$ cat config.mk
export PLATFORM = sky130hd
export DESIGN_NAME = head_tail_fnv1a_fingerprint_unit
export DESIGN_NICKNAME = d
export VERILOG_FILES = /design/src/hw/rtl/htfp_pkg.sv /design/src/hw/rtl/htfp_ctrl.sv /design/src/hw/rtl/htfp_datapath.sv /design/src/hw/rtl/head_tail_fnv1a_fingerprint_unit.sv
export SDC_FILE = /design/constraint.sdc
export NUM_CORES = 2
export LEC_CHECK = 0
export BUFFER_PORTS_ARGS = -buffer_cell sky130_fd_sc_hd__buf_2
export CAP_MARGIN = 20
export CELL_PAD_IN_SITES_DETAIL_PLACEMENT = 1
export CELL_PAD_IN_SITES_GLOBAL_PLACEMENT = 1
export CORE_MARGIN = 4
export CORE_UTILIZATION = 35
export DETAILED_ROUTE_END_ITERATION = 8
export GPL_TIMING_DRIVEN = 1
export PLACE_DENSITY = 0.6
export SLEW_MARGIN = 20
export SYNTH_ARGS = -nofsm -noshare
export SYNTH_HDL_FRONTEND = slang
export SYNTH_SLANG_ARGS = --single-unit
$ cat constraint.sdc
create_clock -name clock -period 7.74 [get_ports clock]
set_input_delay 0.387 -clock clock [delete_from_list [all_inputs] [get_ports clock]]
set_output_delay 0.387 -clock clock [all_outputs]
set_load 0.01 [all_outputs]
$ cat src/hw/rtl/htfp_pkg.sv
// Shared constants, types and the FNV-1a byte step for the head/tail fingerprint unit.
`timescale 1ns / 1ps

package htfp_pkg;

   // Field and register widths
   localparam int unsigned LEN_W  = 40;
   localparam int unsigned TIME_W = 34;
   localparam int unsigned HASH_W = 64;
   localparam int unsigned BYTE_W = 8;

   // Configuration port
   localparam int unsigned CSR_ADDR_W = 4;
   localparam int unsigned CSR_DATA_W = 64;
   localparam logic        CSR_SEL_LENGTH = 1'b0;  // byte address 0
   localparam logic        CSR_SEL_TIME   = 1'b1;  // byte address 8

   // Size of the head window and of the tail window in bytes
   localparam int unsigned CHUNK_BYTES = 4096;

   // FNV-1a 64 constants; the prime is 2^40 + 0x1b3
   localparam logic [HASH_W-1:0] FNV_BASIS = 64'hcbf2_9ce4_8422_2325;

   // Finalization folds the eight bytes of the combined hash
   localparam int unsigned FIN_STEPS = HASH_W / BYTE_W;
   localparam int unsigned FIN_CNT_W = $clog2(FIN_STEPS);

   localparam logic [LEN_W-1:0] RESET_LENGTH = LEN_W'(1);

   // Commands from the controller to the datapath
   typedef struct packed {
      logic absorb;     // take the current request byte
      logic fin_step;   // fold one byte of the combined hash
      logic load_out;   // move the finished hash into the result register
   } cmd_type;

   // Status from the datapath to the controller
   typedef struct packed {
      logic last_byte;  // the byte at the current index closes the archive
   } sts_type;

   // One FNV-1a step: xor in the byte, multiply by the prime as shift-add
   function automatic logic [HASH_W-1:0] fnv_byte(input logic [HASH_W-1:0] h,
                                                  input logic [BYTE_W-1:0] b);
      logic [HASH_W-1:0] x;
      x = h ^ {{(HASH_W-BYTE_W){1'b0}}, b};
      return (x << 40) + (x << 8) + (x << 7) + (x << 5) + (x << 4) + (x << 1) + x;
   endfunction

endpackage

$ cat src/hw/rtl/htfp_ctrl.sv
// Controller: sequences absorb, finalization and result delivery.
`timescale 1ns / 1ps

module htfp_ctrl (
   input  logic              clock,
   input  logic              reset,
   input  logic              req_valid,
   output logic              req_stall,
   output logic              rsp_valid,
   input  logic              rsp_stall,
   input  htfp_pkg::sts_type sts,
   output htfp_pkg::cmd_type cmd
);
   import htfp_pkg::*;

   typedef enum logic [1:0] {
      ST_ABSORB,
      ST_FINISH,
      ST_DONE
   } state_type;

   state_type              state_ff, state_in;
   logic [FIN_CNT_W-1:0]   cnt_ff, cnt_in;
   logic                   rsp_valid_ff, rsp_valid_in;

   // Accept bytes only while absorbing; the result register sits apart
   assign req_stall = (state_ff != ST_ABSORB);
   assign rsp_valid = rsp_valid_ff;

   // Issue datapath commands
   always_comb begin
      cmd.absorb   = (state_ff == ST_ABSORB) && req_valid;
      cmd.fin_step = (state_ff == ST_FINISH);
      cmd.load_out = (state_ff == ST_DONE) && (!rsp_valid_ff || !rsp_stall);
   end

   // Next state, step count and result valid
   always_comb begin
      state_in     = state_ff;
      cnt_in       = cnt_ff;
      rsp_valid_in = rsp_valid_ff;
      if (rsp_valid_ff && !rsp_stall) begin
         rsp_valid_in = 1'b0;
      end
      case (state_ff)
         ST_ABSORB: begin
            if (req_valid && sts.last_byte) begin
               state_in = ST_FINISH;
               cnt_in   = '0;
            end
         end
         ST_FINISH: begin
            cnt_in = cnt_ff + FIN_CNT_W'(1);
            if (cnt_ff == FIN_CNT_W'(FIN_STEPS - 1)) begin
               state_in = ST_DONE;
            end
         end
         ST_DONE: begin
            if (cmd.load_out) begin
               rsp_valid_in = 1'b1;
               state_in     = ST_ABSORB;
            end
         end
         default: begin
            state_in = ST_ABSORB;
         end
      endcase
   end

   // Hold state and registered outputs
   always_ff @(posedge clock) begin
      if (reset) begin
         state_ff     <= ST_ABSORB;
         cnt_ff       <= '0;
         rsp_valid_ff <= 1'b0;
      end else begin
         state_ff     <= state_in;
         cnt_ff       <= cnt_in;
         rsp_valid_ff <= rsp_valid_in;
      end
   end

endmodule

$ cat src/hw/rtl/htfp_datapath.sv
// Datapath: byte index, head and tail hashes, finalizer and result register.
`timescale 1ns / 1ps

module htfp_datapath (
   input  logic                          clock,
   input  logic                          reset,
   input  htfp_pkg::cmd_type             cmd,
   output htfp_pkg::sts_type             sts,
   input  logic [htfp_pkg::BYTE_W-1:0]   data_byte,
   input  logic [htfp_pkg::LEN_W-1:0]    archive_length,
   input  logic [htfp_pkg::TIME_W-1:0]   modification_time,
   output logic [htfp_pkg::HASH_W-1:0]   fingerprint_hash,
   output logic [htfp_pkg::LEN_W-1:0]    total_length,
   output logic [htfp_pkg::TIME_W-1:0]   stamp_time
);
   import htfp_pkg::*;

   logic [LEN_W-1:0]  index_ff;
   logic [HASH_W-1:0] head_ff, tail_ff;
   logic [HASH_W-1:0] comb_ff, fin_ff;
   logic [LEN_W-1:0]  fin_len_ff;
   logic [TIME_W-1:0] fin_time_ff;
   logic [HASH_W-1:0] out_hash_ff;
   logic [LEN_W-1:0]  out_len_ff;
   logic [TIME_W-1:0] out_time_ff;

   logic [LEN_W-1:0]  len_m1;
   logic [LEN_W-1:0]  tail_start;
   logic              long_archive;
   logic              in_head, in_tail;
   logic [HASH_W-1:0] head_in, tail_in;

   // Length zero means 2^40 bytes; the wrapped minus-one covers it
   assign len_m1       = archive_length - LEN_W'(1);
   assign long_archive = (archive_length == '0) || (archive_length > LEN_W'(CHUNK_BYTES));
   assign tail_start   = len_m1 - LEN_W'(CHUNK_BYTES - 1);

   // Window membership of the current byte
   assign in_head = (index_ff < LEN_W'(CHUNK_BYTES));
   assign in_tail = long_archive && (index_ff >= tail_start);
   assign sts.last_byte = (index_ff >= len_m1);

   assign head_in = in_head ? fnv_byte(head_ff, data_byte) : head_ff;
   assign tail_in = in_tail ? fnv_byte(tail_ff, data_byte) : tail_ff;

   // Advance the running state; clear it after the last byte
   always_ff @(posedge clock) begin
      if (reset) begin
         index_ff <= '0;
         head_ff  <= FNV_BASIS;
         tail_ff  <= FNV_BASIS;
      end else if (cmd.absorb) begin
         if (sts.last_byte) begin
            index_ff <= '0;
            head_ff  <= FNV_BASIS;
            tail_ff  <= FNV_BASIS;
         end else begin
            index_ff <= index_ff + LEN_W'(1);
            head_ff  <= head_in;
            tail_ff  <= tail_in;
         end
      end
   end

   // Capture the combined hash, then fold it one byte per cycle
   always_ff @(posedge clock) begin
      if (cmd.absorb && sts.last_byte) begin
         comb_ff     <= head_in ^ (long_archive ? tail_in : '0);
         fin_ff      <= FNV_BASIS;
         fin_len_ff  <= archive_length;
         fin_time_ff <= modification_time;
      end else if (cmd.fin_step) begin
         fin_ff  <= fnv_byte(fin_ff, comb_ff[BYTE_W-1:0]);
         comb_ff <= comb_ff >> BYTE_W;
      end
   end

   // Load the result register
   always_ff @(posedge clock) begin
      if (cmd.load_out) begin
         out_hash_ff <= fin_ff;
         out_len_ff  <= fin_len_ff;
         out_time_ff <= fin_time_ff;
      end
   end

   assign fingerprint_hash = out_hash_ff;
   assign total_length     = out_len_ff;
   assign stamp_time       = out_time_ff;

endmodule

$ cat src/hw/rtl/head_tail_fnv1a_fingerprint_unit.sv
// Top level of the head/tail FNV-1a 64 fingerprint unit with its register port.
//
// Usage: program archive_length (byte address 0) and modification_time
// (byte address 8) over the csr_ port, then stream the archive one byte per
// request on req_. The unit hashes the first 4096 bytes and, for longer
// archives, the last 4096 bytes, XORs the two, folds the result through
// FNV-1a once more and returns one rsp_ item after the last byte.
// Throughput: one byte per cycle while absorbing. After the last byte the
// finalizer folds in each byte of the combined hash, then loads the result
// register once it is free, which raises rsp_valid; req_stall is high from
// the last byte until the result register is loaded.
// The result register lets the next archive stream in while a result waits.
// If a result is still stalled when the next one finishes, the unit holds
// req_stall high until rsp_stall drops.
// Reset (synchronous, active high) clears the byte index and hashes and sets
// archive_length to 1 and modification_time to 0; no result is pending.
`timescale 1ns / 1ps

module head_tail_fnv1a_fingerprint_unit (
   input  logic                              clock,
   input  logic                              reset,
   input  logic                              req_valid,
   output logic                              req_stall,
   input  logic [htfp_pkg::BYTE_W-1:0]       req_data_byte,
   output logic                              rsp_valid,
   input  logic                              rsp_stall,
   output logic [htfp_pkg::HASH_W-1:0]       rsp_fingerprint_hash,
   output logic [htfp_pkg::LEN_W-1:0]        rsp_total_length,
   output logic [htfp_pkg::TIME_W-1:0]       rsp_stamp_time,
   input  logic                              csr_psel,
   input  logic                              csr_penable,
   input  logic                              csr_pwrite,
   input  logic [htfp_pkg::CSR_ADDR_W-1:0]   csr_paddr,
   input  logic [htfp_pkg::CSR_DATA_W-1:0]   csr_pwdata,
   output logic [htfp_pkg::CSR_DATA_W-1:0]   csr_prdata,
   output logic                              csr_pready
);
   import htfp_pkg::*;

   logic [LEN_W-1:0]  length_ff;
   logic [TIME_W-1:0] mtime_ff;
   logic              csr_wr;
   cmd_type           cmd;
   sts_type           sts;

   // Register write on the access phase; bit 3 selects the register
   assign csr_pready = 1'b1;
   assign csr_wr     = csr_psel && csr_penable && csr_pwrite;

   always_ff @(posedge clock) begin
      if (reset) begin
         length_ff <= RESET_LENGTH;
         mtime_ff  <= '0;
      end else if (csr_wr) begin
         if (csr_paddr[3] == CSR_SEL_LENGTH) begin
            length_ff <= csr_pwdata[LEN_W-1:0];
         end else begin
            mtime_ff <= csr_pwdata[TIME_W-1:0];
         end
      end
   end

   // Read back the selected register
   always_comb begin
      if (csr_paddr[3] == CSR_SEL_TIME) begin
         csr_prdata = {{(CSR_DATA_W-TIME_W){1'b0}}, mtime_ff};
      end else begin
         csr_prdata = {{(CSR_DATA_W-LEN_W){1'b0}}, length_ff};
      end
   end

   htfp_ctrl u_ctrl (
      .clock     (clock),
      .reset     (reset),
      .req_valid (req_valid),
      .req_stall (req_stall),
      .rsp_valid (rsp_valid),
      .rsp_stall (rsp_stall),
      .sts       (sts),
      .cmd       (cmd)
   );

   htfp_datapath u_datapath (
      .clock             (clock),
      .reset             (reset),
      .cmd               (cmd),
      .sts               (sts),
      .data_byte         (req_data_byte),
      .archive_length    (length_ff),
      .modification_time (mtime_ff),
      .fingerprint_hash  (rsp_fingerprint_hash),
      .total_length      (rsp_total_length),
      .stamp_time        (rsp_stamp_time)
   );

endmodule

==> results.json <==
{
  "max_cap_violations": 0,
  "chipWidth_um": 412,
  "count_of_input_and_output_buffers": 235,
  "grt_use_total_pct": 21.2,
  "tritoncts_num_sinks": 588,
  "synth_async_sr_flop_share_pct": 0,
  "place_congestion": 0.869,
  "grt_pass1_vias": 46700,
  "reg2reg_from": "u_datapath.head_ff[0]",
  "synth-edff-count": 276,
  "finish.utilization_pct": 39.2,
  "netlist.top_cell.by_area": "fa_1",
  "report.final.slew_viol_count": 0,
  "cts_tree": "built",
  "min_period_ns": 7.14,
  "ys_types": 95,
  "critical_path_data_arrival_time_ns": 7.59,
  "cts_made_buffers": 72,
  "synthFlopType": "dfxtp_1",
  "antenna_found_initial": 5,
  "cp_slowest_stage_delay_ns": 0.57,
  "worst_setup_path_start_kind": "flop",
  "die_h_um": 412,
  "synth_compound_gate_area_share_pct": 12.3,
  "drc_errors": 0,
  "critPathKind": "reg -> reg",
  "multiInputGateArea_mm2": 0.0381,
  "slew_headroom_pct": 24.3,
  "area_growth_pct": 11.5,
  "nets": 7388,
  "cts_htree_levels": 3,
  "length_of_the_first_detailed_routing_pass_in_iterations": 5,
  "worstHoldStart": "req_data_byte[0]",
  "place.detailed.instances": 8218,
  "clock-skew-final_ns": 0.0802,
  "crit_start": "u_datapath.head_ff[0]",
  "timing.setup.tns_ns": 0,
  "worstPathMaxFanout": 9,
  "detailroute.via_count": 43000,
  "post-dp-hpwl_um": 143000,
  "fmaxAchievable_mhz": 140,
  "ctsRootBufferMaster": "clkbuf_16",
  "worstHoldPathType": "in -> reg",
  "worstPathCellList": "xor2_1 > inv_1 > fa_1 > fa_1 > inv_1 > ha_1 > ha_1 > ha_1 > inv_1 > fa_1 > nand2b_1 > a21o_1 > a31o_2 > a2111oi_0 > buf_4 > o2111ai_1 > a211oi_1 > o21bai_1 > or4_1 > a32o_1 > a21oi_1",
  "worst-slew-pin-transition_ns": 1.13,
  "worst_setup_path_end_kind": "flop",
  "dr.first_iter.drc_count": 2267,
  "report.final.setup_viol": 0,
  "grt_setup_unrepaired": "false",
  "antenna_left": 0,
  "muxShareOfSynthArea_pct": 1.67,
  "post_drt_via_cell_ratio": 5.12,
  "route.final.wire_length_um": 179000,
  "slowest_stage": "fa_1",
  "final_cell_count_no_fill": 8396,
  "synth-seq-cells": 588,
  "main_combinational_cell_family_by_area_after_synthesis": "adder cells",
  "synthSimpleGateAreaFrac_pct": 11.4,
  "post_syn_area_mm2": 0.0572,
  "timing.critical_path.required_ns": 8.19,
  "layout.area.seq_mm2": 0.0145,
  "synth_fa_ha_area_share_pct": 34.9,
  "worstSkewPairLatency_ns": 0.70,
  "rows": 148,
  "final_hold_viol_count": 0,
  "die_outline_area_mm2": 0.170,
  "core-area_mm2": 0.163,
  "synth_top_area_share_pct": 26.3,
  "finalInstanceArea_mm2": 0.0638,
  "largest_net_degree_at_the_start_of_global_routing": 127,
  "global_route_wire_length_before_repair_um": 280000,
  "layout_worst_path_cycle_share_pct": 92.3,
  "dpl_cell_area_mm2": 0.0609,
  "layout_fillers": 18600,
  "starting_density_pct": 35.2,
  "outcome": "completed",
  "fraction_of_layout_cells_with_a_size_suffix_above_1_pct": 8.78,
  "yosysWarnings": 0,
  "clock_slew_at_reported_path_ffs_ns": 0.06,
  "synthMostInstantiatedCell": "inv_1",
  "cts_buffer_depth": 3,
  "synth_sequential_area_ratio_pct": 25.4,
  "synth_cells": 5955,
  "synth_commonest_cells": "955 x inv_1, 753 x fa_1, 629 x nand2_1",
  "grt_overflow_total": 0,
  "xor_xnor_cell_area_share_of_the_yosys_netlist_pct": 6.00,
  "synth_top_cells_by_area": "fa_1 26%, edfxtp_1 14%, dfxtp_1 11%",
  "wl_per_cell_um": 21.3,
  "io_pins": 288,
  "average_instance_area_after_synthesis_um2": 9.61
}
-- worst max-delay path: cells and delay by family, from the launching register on --
family	cells	cell delay [ns]
AOI/OAI and AO/OA	8	2.56
and+or+nand+nor	2	0.73
DFF	1	0.40
buffers and inverters	4	0.65
adders and majority gates	6	2.27
xor gates and xnor gates	1	0.31
-- cells in the final DEF (no fill, tap or decap), types with 15 or more instances in the layout --
cell type	synthesis	layout
inv_1	955	955
fa_1	753	753
nand2_1	629	627
ha_1	391	391
a21oi_1	383	382
dfxtp_1	312	312
nor2_1	292	288
edfxtp_1	276	276
buf_2	29	234
xnor2_1	211	211
o21ai_0	211	209
xor2_1	171	171
a21o_1	141	141
buf_4	29	91
nand3_1	89	89
nand4_1	85	85
clkbuf_16	0	72
o211ai_1	71	71
mux2i_1	47	47
nor3_1	44	43
mux2_2	43	43
nor4_1	42	42
dlygate4sd3_1	0	41
or3_1	36	36
a31oi_1	36	36
and3_1	37	36
o21bai_1	35	35
nor2b_1	35	34
nand2b_1	33	32
a22oi_1	28	28
a211oi_1	27	27
conb_1	2	25
o21a_1	22	22
clkbuf_1	187	19
and4_1	15	15
-- area by class of cell --
class | count | area share [%]
Clock buffer | 99 | 3.11
Clock inverter | 34 | 0.816
Multi-Input combinational cell | 4173 | 59.8
Inverter | 957 | 5.64
Antenna cell | 1 | 0.00392
Timing Repair Buffer | 369 | 3.63
Sequential cell | 588 | 22.8
Tap cell | 2175 | 4.26
-- flip-flops by register name (all words and copies together) (netlist names), 40 cells and up --
name / count
u_datapath.head_ff: 64
u_datapath.fin_ff: 64
u_datapath.fingerprint_hash: 64
length_ff: 40
u_datapath.tail_ff: 64
u_datapath.total_length: 40
u_datapath.comb_ff: 64
u_datapath.fin_len_ff: 40
u_datapath.index_ff: 40
-- stage by stage --
step / worst slack (ns) / hold slack (ns)
finish: 0.598 / 0.104
global route: 0.137 / 0.115
CTS: 0.170 / 0.0468
detailed placement: 0.218 / 0.406
global placement: 0.458 / 0.402
floorplan: 1.33 / 0.400
-- path summary, 6_finish.rpt --
check,depth (start not counted),to,slack (ns)
worst min-delay path,4,u_datapath.head_ff[0],0.10
worst max register to register,21,u_datapath.comb_ff[59],0.60
worst max-delay path,21,u_datapath.comb_ff[59],0.60
worst min register to register,0,u_datapath.stamp_time[13],0.40
-- routing by layer --
metal / wire length [µm] / track usage (%) / vias up
li1: - / - / 20100
met2: 83600 / 35.1 / 771
met3: 7290 / 2.66 / 216
met4: 5260 / 6.19 / 4
met5: 27 / 0 / -
met1: 82800 / 29.2 / 21900
-- what timing repair did --
item,in CTS,in global routing
hold buffers,41,0
resized for setup,0,4
hold endpoints to repair,75,0
endpoints found under the setup margin,0,50
setup buffers,0,3
-- logic make-up after synthesis --
family                   Yosys count
XOR/XNOR                         386
adder cells (fa/ha/maj)         1144
flip-flops                       588
other                              2
buffers and inverters           1217
AND/OR/NAND/NOR                 1409
multiplexers                      90
AO/OA/AOI/OAI                   1119
Power is not shown: default switching activity piles up to over one toggle a cycle in this logic, so the estimate is an artifact.
